--- config.mk ---
export PLATFORM = sky130hd
export DESIGN_NAME = lsr_div_cell
export DESIGN_NICKNAME = d
export VERILOG_FILES = /design/src/hdl/lsr_pkg.sv /design/src/hdl/lsr_div_cell.sv
export SDC_FILE = /design/constraint.sdc
export NUM_CORES = 1
export LEC_CHECK = 0
export BUFFER_PORTS_ARGS = -buffer_cell sky130_fd_sc_hd__clkbuf_2
export CORE_AREA = 2 2 244 246
export DETAILED_ROUTE_END_ITERATION = 16
export DIE_AREA = 0 0 246 248
export PLACE_DENSITY = 0.41
export SYNTH_ARGS = -nofsm -noshare
export SYNTH_HDL_FRONTEND = slang
export SYNTH_SLANG_ARGS = --single-unit
--- constraint.sdc ---
create_clock -name clk -period 0.9 [get_ports clk]
set_input_delay 0.18 -clock clk [delete_from_list [all_inputs] [get_ports clk]]
set_output_delay 0.18 -clock clk [all_outputs]
set_load 0.1 [all_outputs]
--- src/hdl/lsr_pkg.sv ---
// Package: constants, types and mode codes for the letterbox rectangle block.
package lsr_pkg;
	localparam int DIM_BITS_DEF = 14;
	localparam logic [1:0] MODE_FILL = 2'd0;
	localparam logic [1:0] MODE_FIT = 2'd1;
	localparam logic [1:0] MODE_MULT = 2'd2;
	localparam logic [1:0] REG_SRC_W = 2'd0;
	localparam logic [1:0] REG_SRC_H = 2'd1;
	localparam logic [1:0] REG_MODE = 2'd2;

	// per-beat control carried along the division chain
	typedef struct packed {
		logic vld;
		logic bypass;    // whole target at origin
		logic integ;     // integer mode requested
		logic hlim;      // aspect: height is the limiting axis
	} ctl_t;
endpackage

--- src/hdl/lsr_div_cell.sv ---
// One restoring-division step cell for three quotients in flight.
module lsr_div_cell #(
	parameter int DB = lsr_pkg::DIM_BITS_DEF,
	parameter int QW = 2 * DB,
	parameter int BIT = 0
) (
	input  logic clk,
	input  logic arst_n,
	input  lsr_pkg::ctl_t ctl_i,
	input  logic [DB-1:0] dw_i, dh_i, sw_i, sh_i,
	input  logic [QW-1:0] na_i, nb_i, nc_i,
	input  logic [DB-1:0] da_i, db_i, dc_i,
	input  logic [DB-1:0] ra_i, rb_i, rc_i,
	input  logic [QW-1:0] qa_i, qb_i, qc_i,
	output lsr_pkg::ctl_t ctl_o,
	output logic [DB-1:0] dw_o, dh_o, sw_o, sh_o,
	output logic [QW-1:0] na_o, nb_o, nc_o,
	output logic [DB-1:0] da_o, db_o, dc_o,
	output logic [DB-1:0] ra_o, rb_o, rc_o,
	output logic [QW-1:0] qa_o, qb_o, qc_o
);
	// r is the partial remainder; step brings in numerator bit BIT and
	// returns {quotient bit, new remainder}
	function automatic logic [DB:0] step(input logic [DB-1:0] r,
			input logic [QW-1:0] n, input logic [DB-1:0] d);
		logic [DB:0] t;
		begin
			t = {r, n[BIT]};
			if (t >= {1'b0, d})
				step = {1'b1, DB'(t - {1'b0, d})};
			else
				step = {1'b0, t[DB-1:0]};
		end
	endfunction
	logic [DB:0] sa, sb, sc;
	assign sa = step(ra_i, na_i, da_i);
	assign sb = step(rb_i, nb_i, db_i);
	assign sc = step(rc_i, nc_i, dc_i);
	always_ff @(posedge clk or negedge arst_n) begin
		if (!arst_n) begin
			ctl_o <= '0;
		end else begin
			ctl_o <= ctl_i;
		end
	end
	always_ff @(posedge clk) begin
		dw_o <= dw_i; dh_o <= dh_i; sw_o <= sw_i; sh_o <= sh_i;
		na_o <= na_i; nb_o <= nb_i; nc_o <= nc_i;
		da_o <= da_i; db_o <= db_i; dc_o <= dc_i;
		ra_o <= sa[DB-1:0];
		rb_o <= sb[DB-1:0];
		rc_o <= sc[DB-1:0];
		qa_o <= {qa_i[QW-2:0], sa[DB]};
		qb_o <= {qb_i[QW-2:0], sb[DB]};
		qc_o <= {qc_i[QW-2:0], sc[DB]};
	end
endmodule

== Word-level counts from Yosys, hierarchy flattened ==
Cells that the tools add are included.

* Output and inout bits: 312
* Bits in read-only memories: 0
* Register bits after elaboration: 312
* Input port bits: 314
* Memories kept: 0
* Bits in writable memories: 0
* Latch bits: 0
* Logic and storage cells: 29

* Magnitude comparators: 3
* Equality and inequality tests: 0
* Mux-type cells: 3
* Reduce and logical (&&, ||, !) cells: 0
* Multipliers: 0
* Bitwise gates (word level): 0
* Shift operators: 0
* Div/mod/pow operators: 0
* Add/sub/neg operators: 3

{| class="wikitable"
|+ Operators by type and width
! kind !! number
|-
| 15-bit by 14-bit greater-or-equal comparator with 1-bit output || 3
|-
| 15-bit two-way mux || 3
|-
| 14-bit subtractor || 3
|}

== Depth between registers and ports, before layout ==
Gate-level depths: netlist (run 1).

* Depth in word-level cells: 2
* Gate-level depth with buffers: 11
* Gate-level depth less buffers: 11

== Worst setup path after synthesis (run 1) ==
No wires, ideal clock.

* Path kind: input port to flip-flop
* Start point: input dc_i[6]
* End point: register rc_o[10]
* Path buffers: 1
* Stages on the path: 10
* Library setup time: 121 ps
* Required time: 779 ps
* Setup slack: -1393 ps
* Data arrival time: 2172 ps
* Path through: inv_1 -> ha_1 -> a211o_1 -> o211ai_1 -> a21oi_1 -> nor3_2 -> a21oi_1 -> nor4_4 -> buf_6 -> mux2_2

* Word-level cells in the longest chain between the ends: 2
* Elaborated cells between the ends (all ways): 3
* Those cells by class: 1 x add/sub; 1 x order compare; 1 x mux

{| class="wikitable"
|+ Ends and longest elaborated chain
! what !! RTL line !! source
|-
| start, declared || lsr_div_cell.sv:12 || <nowiki>input logic [DB-1:0] da_i, db_i, dc_i,</nowiki>
|-
| 14-bit subtractor / 15-bit by 14-bit greater-or-equal comparator with 1-bit output (equally long branches) || lsr_div_cell.sv:30, lsr_div_cell.sv:29 ||
|-
| 15-bit two-way mux * || lsr_div_cell.sv:29 || <nowiki>if (t >= {1'b0, d})</nowiki>
|-
| named net sc[10] || lsr_div_cell.sv:35 || <nowiki>logic [DB:0] sa, sb, sc;</nowiki>
|-
| end signal, assigned || lsr_div_cell.sv:52 || <nowiki>rc_o <= sc[DB-1:0];</nowiki>
|-
| end, declared || lsr_div_cell.sv:19 || <nowiki>output logic [DB-1:0] ra_o, rb_o, rc_o,</nowiki>
|}

The timed path passes the listed nets; every way through them passes the cells marked *.

== Final worst setup path (run 1) ==
Ends and elaborated chain as after synthesis.

==> results of run 1 <==
-- cells in the mapped netlist, drive strengths merged --
master,number
mux2i,4
a31oi,4
o21bai,5
o41ai,1
o211ai,4
o21a,8
xor2,9
nor2,13
o21ai,14
a211o,2
o311ai,1
dfrtp,4
and3,3
a311oi,1
nand3,17
clkbuf,1
and2b,1
nand2b,1
xnor2,21
nor4,2
and4b,1
and2,3
a21boi,2
o31ai,4
inv,55
nand4,3
mux2,32
nor2b,7
nand3b,2
nor3,4
dfxtp,308
fa,3
o22ai,1
nand2,14
or4,1
a21oi,26
a21o,16
o2111ai,1
a31o,1
ha,45
a211oi,4
a2111oi,2
buf,4
-- repair_timing --
| action | CTS | global route |
|---|---|---|
| endpoints found under the hold margin | 311 | 0 |
| gates cloned | 2 | 0 |
| pin swaps | 29 | 24 |
| hold buffers | 310 | 0 |
| setup buffers | 23 | 12 |
| gates resized for setup | 83 | 36 |
| endpoints found under the setup margin | 357 | 357 |
-- per-stage QoR --
stage               power [mW]  setup TNS (ns)  setup WS [ns]  hold WS [ns]
global route              51.6         -154.77         -0.889        0.0275
detailed placement        32.3          -59.26          -1.48       0.00954
floorplan                 25.3          -47.85          -1.29        -0.116
CTS                       50.3         -149.20         -0.777        0.0501
global placement          32.2          -58.16          -1.42       0.00227
finish                    49.6         -135.63         -0.808        0.0403
-- cell families (layout without fill, tap and decap cells) --
kind of cell	Yosys count	count (layout)	synth area share (%)
buffers and inverters	60	1209	2.85
DFF	312	312	70.7
adders and majority gates	48	48	7.03
xor gates and xnor gates	30	30	2.96
AOI/OAI and AO/OA	97	97	7.63
muxes	36	36	4.52
other	0	3	0
and+or+nand+nor	72	73	4.35
-- where the power goes --
group          leakage, nW  total (mW)  internal (mW)  switching, mW
Sequential            2.64        16.0           15.1          0.861
Combinational         7.80        17.7           7.37           10.3
Clock                0.656        16.0           9.78           6.20
Total                 11.1        49.6           32.3           17.4
-- tightest hold or removal path: cells and delay by family --
family | cells | cell delay, ns
fa+ha+maj | 1 | 0.13
buf+inv | 2 | 0.18
mux | 1 | 0.06
-- path summary, 6_finish.rpt --
path	startpoint	endpoint	slack (ns)	cells after the start
worst min-delay path	da_i[0]	ra_o[0]	0.04	4
min in group asynchronous	arst_n	ctl_o[2]	0.59	3
worst max-delay path	dc_i[6]	rc_o[10]	-0.81	11
max in group asynchronous	arst_n	ctl_o[3]	0.09	3
-- state kept, by name (all words and copies together) (netlist names), 28 cells and up --
name	flops
na_o	28
nb_o	28
nc_o	28
qa_o	28
qb_o	28
qc_o	28
-- layer usage --
| metal | wire (microns) | share of wire, % | global-route usage [%] | vias up |
|---|---|---|---|---|
| met2 | 23100 | 55 | 25.5 | 348 |
| met5 | 0 | 0 | 0 | - |
| li1 | - | - | - | 4454 |
| met4 | 1290 | 3.1 | 5.06 | 0 |
| met1 | 14200 | 34 | 12.7 | 4210 |
| met3 | 3190 | 7.6 | 4.09 | 61 |
-- layout make-up --
type	count	area (sq um)	area share, %
inverters	55	255	1.04
multi-input cells	284	3080	12.6
diodes	3	7.51	0.0306
well taps	773	967	3.95
clock buffers	56	1150	4.70
repair buffers	1084	12200	49.8
flip-flops and latches	312	6660	27.2
clock inverters	14	171	0.699
-- cells in the final DEF, fill, tap and decap left out, types with 11 or more instances in the layout --
cell	count
inv_1	38
a21oi_1	15
a21o_1	13
mux2_4	31
buf_12	314
nand3_1	16
buf_6	20
clkbuf_2	303
dlygate4sd3_1	310
buf_4	132
inv_2	12
nand2_1	11
clkbuf_16	42
xnor2_1	19
ha_1	19
dfxtp_2	306
ha_4	24
==> run_results.csv, run 1 <==
group,metric,value,unit
status,status,"complete, but fails checks",
status,violations,"setup timing",
final_layout,syn2layout_area_growth,176,%
worst_setup_path,cp_slowest_cell,"mux2_2",
timing,fin_ws,-0.808,ns
clock_network,cts-root-buf,"clkbuf_16",
clock_network,cts.sink_count,312,
clock_network,cts_buffer_depth,3,
worst_setup_path,worst-path-buf-inv,3,
floorplanning,start_util,15.2,%
global_route,grt_usage,13.1,%
drt,postRouteWirelength,41700,microns
logic_synthesis,ys_seq_area_share,70.7,%
clock_network,clk_pin_slew,0.06,ns
power,p_leak,11.1,nW
logic_synthesis,synth_largest_area_cell,"dfxtp_1",
power,p_per_area,2030,mW/mm^2
place,dpl.hpwl,33000,microns
global_route,antenna_found_initial,2,
worst_setup_path,arrival,2.14,ns
worst_setup_path,start_kind,"input port",
timing,maxSlewViolCount,0,
final_layout,nets,2138,
timing,slew_headroom,70.6,%
global_route,grt_pass1_wl,60100,microns
worst_hold_path,holdCritPathClass,"in -> reg",
worst_setup_path,cp_max_fo,7,
worst_setup_path,crit_type,"in -> reg",
place,place_congestion,0.815,
place,port_buffers,622,
timing,setup_violations,357,
worst_setup_path,path_cells,"clkbuf_16 > inv_12 > ha_4 > a211o_1 > o211ai_1 > a21oi_2 > nor3_2 > a21oi_2 > nor4_4 > buf_6 > mux2_2",
worst_setup_path,required,1.33,ns
logic_synthesis,ys_types,53,
final_layout,drive_gt1_share,71.0,%
drt,via_per_inst,3.52,
worst_setup_path,max_stage_delay,0.34,ns
floorplanning,die_w,246,microns
run,maxCapViolCount,0,
place,placed_area,0.0193,sq mm
global_route,grt-ovfl-total,0,
drt,antenna_left,0,
worst_setup_path,crit_family,"compound AO/OA/AOI/OAI gates",
final_layout,final_util,41.9,%
logic_synthesis,synth_top_area_share,69.5,%
logic_synthesis,syn_nets,1017,
final_layout,stdcell_count,2581,
floorplanning,die_area,0.0610,sq mm
timing,report.final.hold_viol_count,0,
final_layout,stdcell_area,0.0245,sq mm
logic_synthesis,syn_inst,655,
global_route,grt_max_degree,14,
final_layout,fillerInstances,5354,
floorplanning,core_area,0.0585,sq mm
floorplanning,dieHeight,248,microns
logic_synthesis,ys_ff_latch,312,
drt,drt_iter0_drc,186,
timing,fmax,0.585,GHz
drt,num_vias,9073,
drt,drcViolationCount,0,
clock_network,cts_made_buffers,39,
timing,period_share,190,%
clock_network,tritoncts,"built",
drt,post_drt_wl_per_cell,16.2,microns
logic_synthesis,postSynthAreaPerCell,13.5,sq um
power,peakVddDrop,1.38,mV
timing,rsz0062_at_grt,"yes",
worst_setup_path,worstSetupEndpointType,"register",
floorplanning,rows,89,
floorplanning,ioPinCount,626,
timing,period_needed,1.71,ns
timing,tightest_slew,0.438,ns
logic_synthesis,yosys_warnings,0,
global_route,grt_pass1_vias,9998,
logic_synthesis,syn_area,0.00887,sq mm
drt,drtPass1Iterations,4,
worst_setup_path,critPathMostFrequentCell,"a21oi_2",
place,dp_cells,2167,
clock_network,h-tree-depth,2,
logic_synthesis,ys_top_cells_by_area,"dfxtp_1 70%, ha_1 6.3%, mux2_2 3.9%",
No activity file was read; power rests on OpenSTA's default activity.
==> run 2, diff against run 1 <==
--- a/config.mk
+++ b/config.mk
@@ -9,7 +9,7 @@
 export CORE_AREA = 2 2 244 246
 export DETAILED_ROUTE_END_ITERATION = 16
 export DIE_AREA = 0 0 246 248
-export PLACE_DENSITY = 0.41
+export PLACE_DENSITY = 0.42
 export SYNTH_ARGS = -nofsm -noshare
 export SYNTH_HDL_FRONTEND = slang
 export SYNTH_SLANG_ARGS = --single-unit
==> constraint.sdc (replaced) <==
create_clock -name clk -period 1.45 [get_ports clk]
set_input_delay 0.29 -clock clk [delete_from_list [all_inputs] [get_ports clk]]
set_output_delay 0.29 -clock clk [all_outputs]
set_load 0.1 [all_outputs]
==> run_results.csv, run 2 (synthesized netlist as in run 1, its figures left out) <==
group,metric,value,unit
status,status,"complete, but fails checks",
status,violations,"setup timing",
drt,drcViolationCount,0,
drt,num_vias,9049,
final_layout,drive_gt1_share,57.0,%
drt,dr_wl_met2,22400,microns
place,dpl.hpwl,29900,microns
worst_setup_path,cp_max_fo,7,
clock_network,clk_pin_slew,0.06,ns
global_route,grt_pass1_wl,59300,microns
timing,maxSlewViolCount,0,
floorplanning,core_area,0.0585,sq mm
timing,finalSetupTns,-10.46,ns
timing,fin_ws,-0.374,ns
run,maxCapViolCount,0,
global_route,grt_pass1_vias,9741,
timing,report.final.hold_viol_count,0,
worst_setup_path,arrival,2.25,ns
place,placed_area,0.0151,sq mm
drt,drt_iter0_drc,192,
drt,wl_met1,15700,microns
timing,tightest_slew,0.395,ns
final_layout,stdcell_area,0.0223,sq mm
drt,postRouteWirelength,42600,microns
final_layout,multi_input_area,0.00310,sq mm
worst_setup_path,worstSetupEndpointType,"register",
floorplanning,die_area,0.0610,sq mm
final_layout,fillerInstances,5468,
clock_network,h-tree-depth,2,
clock_network,cts.sink_count,312,
global_route,grt_max_degree,14,
floorplanning,ioPinCount,626,
clock_network,cts_buffer_depth,3,
worst_setup_path,required,1.87,ns
worst_setup_path,crit_type,"in -> reg",
drt,drtPass1Iterations,5,
power,p_per_area,1310,mW/mm^2
place,dp_slack,-1.02,ns
global_route,grt_usage,12.8,%
place,place_congestion,0.785,
clock_network,cts_made_buffers,38,
floorplanning,dieHeight,248,microns
floorplanning,rows,89,
final_layout,final_cell_mix,"297 x clkbuf_2, 285 x dlygate4sd3_1, 252 x dfxtp_1",
final_layout,nets,2102,
floorplanning,die_w,246,microns
power,peakVddDrop,1.04,mV
timing,period_share,126,%
clock_network,cts-root-buf,"clkbuf_16",
final_layout,regArea,0.00634,sq mm
timing,rsz0062_at_grt,"yes",
drt,via_per_inst,3.56,
timing,setup_violations,44,
final_layout,final_util,38.1,%
drt,antenna_left,0,
drt,post_drt_wl_per_cell,16.8,microns
floorplanning,start_util,15.2,%
final_layout,syn2layout_area_growth,151,%
worst_hold_path,holdCritPathClass,"in -> reg",
timing,fmax,0.548,GHz
timing,slew_headroom,73.5,%
drt,routed.top_layer,"met5",
power,p_leak,10.3,nW
worst_setup_path,start_kind,"input port",
drt,routed-wl-met3,3110,microns
place,port_buffers,622,
global_route,grt-ovfl-total,0,
final_layout,final_common_cell,"clkbuf_2",
power,design_power_total,29.3,mW
global_route,antenna_found_initial,2,
timing,period_needed,1.82,ns
clock_network,tritoncts,"built",
-- run 2: metal layers --
layer / vias to the layer above / GRT usage, %
met2: 354 / 23.6
met4: 2 / 4.65
li1: 4386 / -
met5: - / 0
met3: 86 / 3.43
met1: 4221 / 14.1
-- run 2: area by class of cell --
cell class                 instances  share of cell area (%)
timing repair buffer            1049                    46.6
sequential                       312                    28.4
multi-input combinational        284                    13.9
clock buffer                      53                    4.93
tap                              773                    4.34
inverter                          55                    1.16
clock inverter                    15                   0.668
antenna                            1                  0.0112
-- run 2: where the power goes --
group / switching [mW] / internal [mW]
clock: 3.89 / 5.53
combinational: 6.39 / 3.79
sequential: 0.437 / 9.27
-- run 2: final timing paths --
path                       startpoint       end  depth (start not counted)
max in group asynchronous      arst_n  ctl_o[3]                          2
hold / removal                ra_i[0]   ra_o[1]                          2
setup / recovery              dc_i[4]   rc_o[2]                         11
min in group asynchronous      arst_n  ctl_o[2]                          2
-- run 2: per-stage QoR --
step | std cells | hold WS [ns]
global route | 2542 | 0.00599
finish | 2542 | 0.0332
CTS | 2534 | -0.172
floorplan | 655 | -0.00559
global placement | 2169 | 0.0988
detailed placement | 2169 | 0.103
-- run 2: critical path, stage by stage --
cell	delay [ns]
buf_6	0.09
inv_2	0.07
ha_4	0.21
a21o_1	0.19
a31oi_4	0.19
a211oi_4	0.10
nor3_4	0.25
a21oi_4	0.09
nor4_4	0.22
buf_6	0.22
mux2_4	0.31
-- run 2: what timing repair did --
item                                   in CTS  in global routing
resized for setup                         553                201
endpoints found under the hold margin     288                  1
pin swaps                                  30                 16
setup endpoints to repair                 338                143
gates cloned                                2                  0
hold buffers                              284                  1
setup buffers                              11                  8
==> run 3, diff against run 2 <==
--- a/config.mk
+++ b/config.mk
@@ -6,10 +6,12 @@
 export NUM_CORES = 1
 export LEC_CHECK = 0
 export BUFFER_PORTS_ARGS = -buffer_cell sky130_fd_sc_hd__clkbuf_2
+export CAP_MARGIN = 5
 export CORE_AREA = 2 2 244 246
 export DETAILED_ROUTE_END_ITERATION = 16
 export DIE_AREA = 0 0 246 248
 export PLACE_DENSITY = 0.42
+export SKIP_CTS_REPAIR_TIMING = 1
 export SYNTH_ARGS = -nofsm -noshare
 export SYNTH_HDL_FRONTEND = slang
 export SYNTH_SLANG_ARGS = --single-unit
==> run_results.csv, run 3 (synthesized netlist as in run 1, its figures left out) <==
group,metric,value,unit
status,status,"complete, but fails checks",
status,violations,"hold timing, setup timing",
global_route,grt_pass1_vias,7693,
drt,drcViolationCount,0,
global_route,antenna_found_initial,1,
worst_setup_path,arrival,2.26,ns
place,placed_area,0.0151,sq mm
global_route,grt_usage,10.7,%
worst_setup_path,max_stage_delay,0.29,ns
timing,period_share,127,%
clock_network,cts_made_buffers,38,
final_layout,nets,2085,
drt,antenna_left,0,
global_route,grt_pass1_wl,48300,microns
clock_network,cts_buffer_depth,3,
floorplanning,die_w,246,microns
drt,drt_iter0_drc,187,
worst_setup_path,cp_max_fo,7,
final_layout,drive_gt1_share,56.1,%
final_layout,final_common_cell,"clkbuf_2",
floorplanning,die_area,0.0610,sq mm
worst_setup_path,worstSetupEndpointType,"register",
timing,tightest_slew,0.403,ns
final_layout,final_cell_mix,"294 x clkbuf_2, 277 x dfxtp_1, 276 x dlygate4sd3_1",
clock_network,tritoncts,"built",
worst_setup_path,start_kind,"input port",
timing,setup_violations,42,
place,dpl.hpwl,29900,microns
global_route,grt-ovfl-total,0,
final_layout,syn2layout_area_growth,144,%
timing,slew_headroom,73.0,%
power,p_per_area,1340,mW/mm^2
worst_hold_path,holdCritPathClass,"in -> reg",
global_route,grt_max_degree,15,
timing,period_needed,1.84,ns
clock_network,clk_pin_slew,0.05,ns
timing,maxSlewViolCount,0,
timing,fmax,0.544,GHz
place,port_buffers,622,
worst_setup_path,path_cells,"clkbuf_2 > inv_2 > ha_4 > a21o_1 > a31oi_4 > a211oi_4 > nor3_2 > a21oi_2 > nor4_4 > clkbuf_16 > mux2_4",
worst_setup_path,crit_type,"in -> reg",
timing,fin_ws,-0.387,ns
drt,num_vias,8962,
drt,drtPass1Iterations,4,
place,place_congestion,0.785,
clock_network,cts.sink_count,312,
timing,hold_ws,-0.121,ns
floorplanning,rows,89,
power,p_leak,10.0,nW
worst_setup_path,cp_slowest_cell,"mux2_4",
floorplanning,core_area,0.0585,sq mm
floorplanning,ioPinCount,626,
worst_setup_path,required,1.87,ns
clock_network,cts-root-buf,"clkbuf_16",
final_layout,stdcell_area,0.0216,sq mm
drt,post_drt_wl_per_cell,16.3,microns
drt,postRouteWirelength,41100,microns
floorplanning,start_util,15.2,%
timing,rsz0062_at_grt,"yes",
timing,report.final.hold_viol_count,1,
clock_network,h-tree-depth,2,
drt,via_per_inst,3.55,
floorplanning,dieHeight,248,microns
power,peakVddDrop,0.935,mV
run,maxCapViolCount,0,
timing,finalSetupTns,-9.48,ns
[run 3: worst paths after layout]
kind	start	end	cells after the start
worst max-delay path	dc_i[4]	rc_o[11]	11
worst min-delay path	dc_i[6]	dc_o[6]	1
max in group asynchronous	arst_n	ctl_o[1]	2
min in group asynchronous	arst_n	ctl_o[2]	2
[run 3: cell type report]
cell class              count  area [sq um]
diodes                      2          5.00
clock buffers              53          1100
clock inverters            15           149
fillers                  5595         36800
inverters                  55           263
multi-input cells         284          3120
flip-flops and latches    312          6310
well taps                 773           967
repair buffers           1032          9710
[run 3: metrics by stage]
stage          worst slack, ns  cells  util [%]  power (mW)  hold slack, ns
2_1_floorplan           -0.849    655         -        15.5        -0.00559
3_3_place_gp            -0.944   2169      25.8        18.0          0.0988
3_5_place_dp             -1.02   2169      25.8        18.0           0.103
4_1_cts                 -0.437   2237      28.0        27.5          -0.504
5_1_grt                 -0.464   2525      37.0        30.1          -0.166
6_report                -0.387   2526      37.0        29.1          -0.121
[run 3: critical path: cells and delay by family]
kind / cells / cell delay [ns]
AOI/OAI and AO/OA: 4 / 0.59
buffers and inverters: 3 / 0.38
adders and majority gates: 1 / 0.26
and+or+nand+nor: 2 / 0.45
muxes: 1 / 0.29
[run 3: layer usage]
layer  vias to the layer above  track usage (%)  wire length, microns
met5                         -                0                     0
met4                         0             4.31                  1220
met3                        72             3.40                  2990
met2                       327             18.8                 21600
met1                      4210             12.0                 15200
li1                       4353                -                     -
[run 3: where the power goes]
| part | switching [mW] | leakage (nW) | internal (mW) |
|---|---|---|---|
| clock network | 3.85 | 0.605 | 5.53 |
| registers | 0.419 | 2.65 | 9.26 |
| logic | 6.37 | 6.80 | 3.63 |
| total | 10.6 | 10.0 | 18.4 |
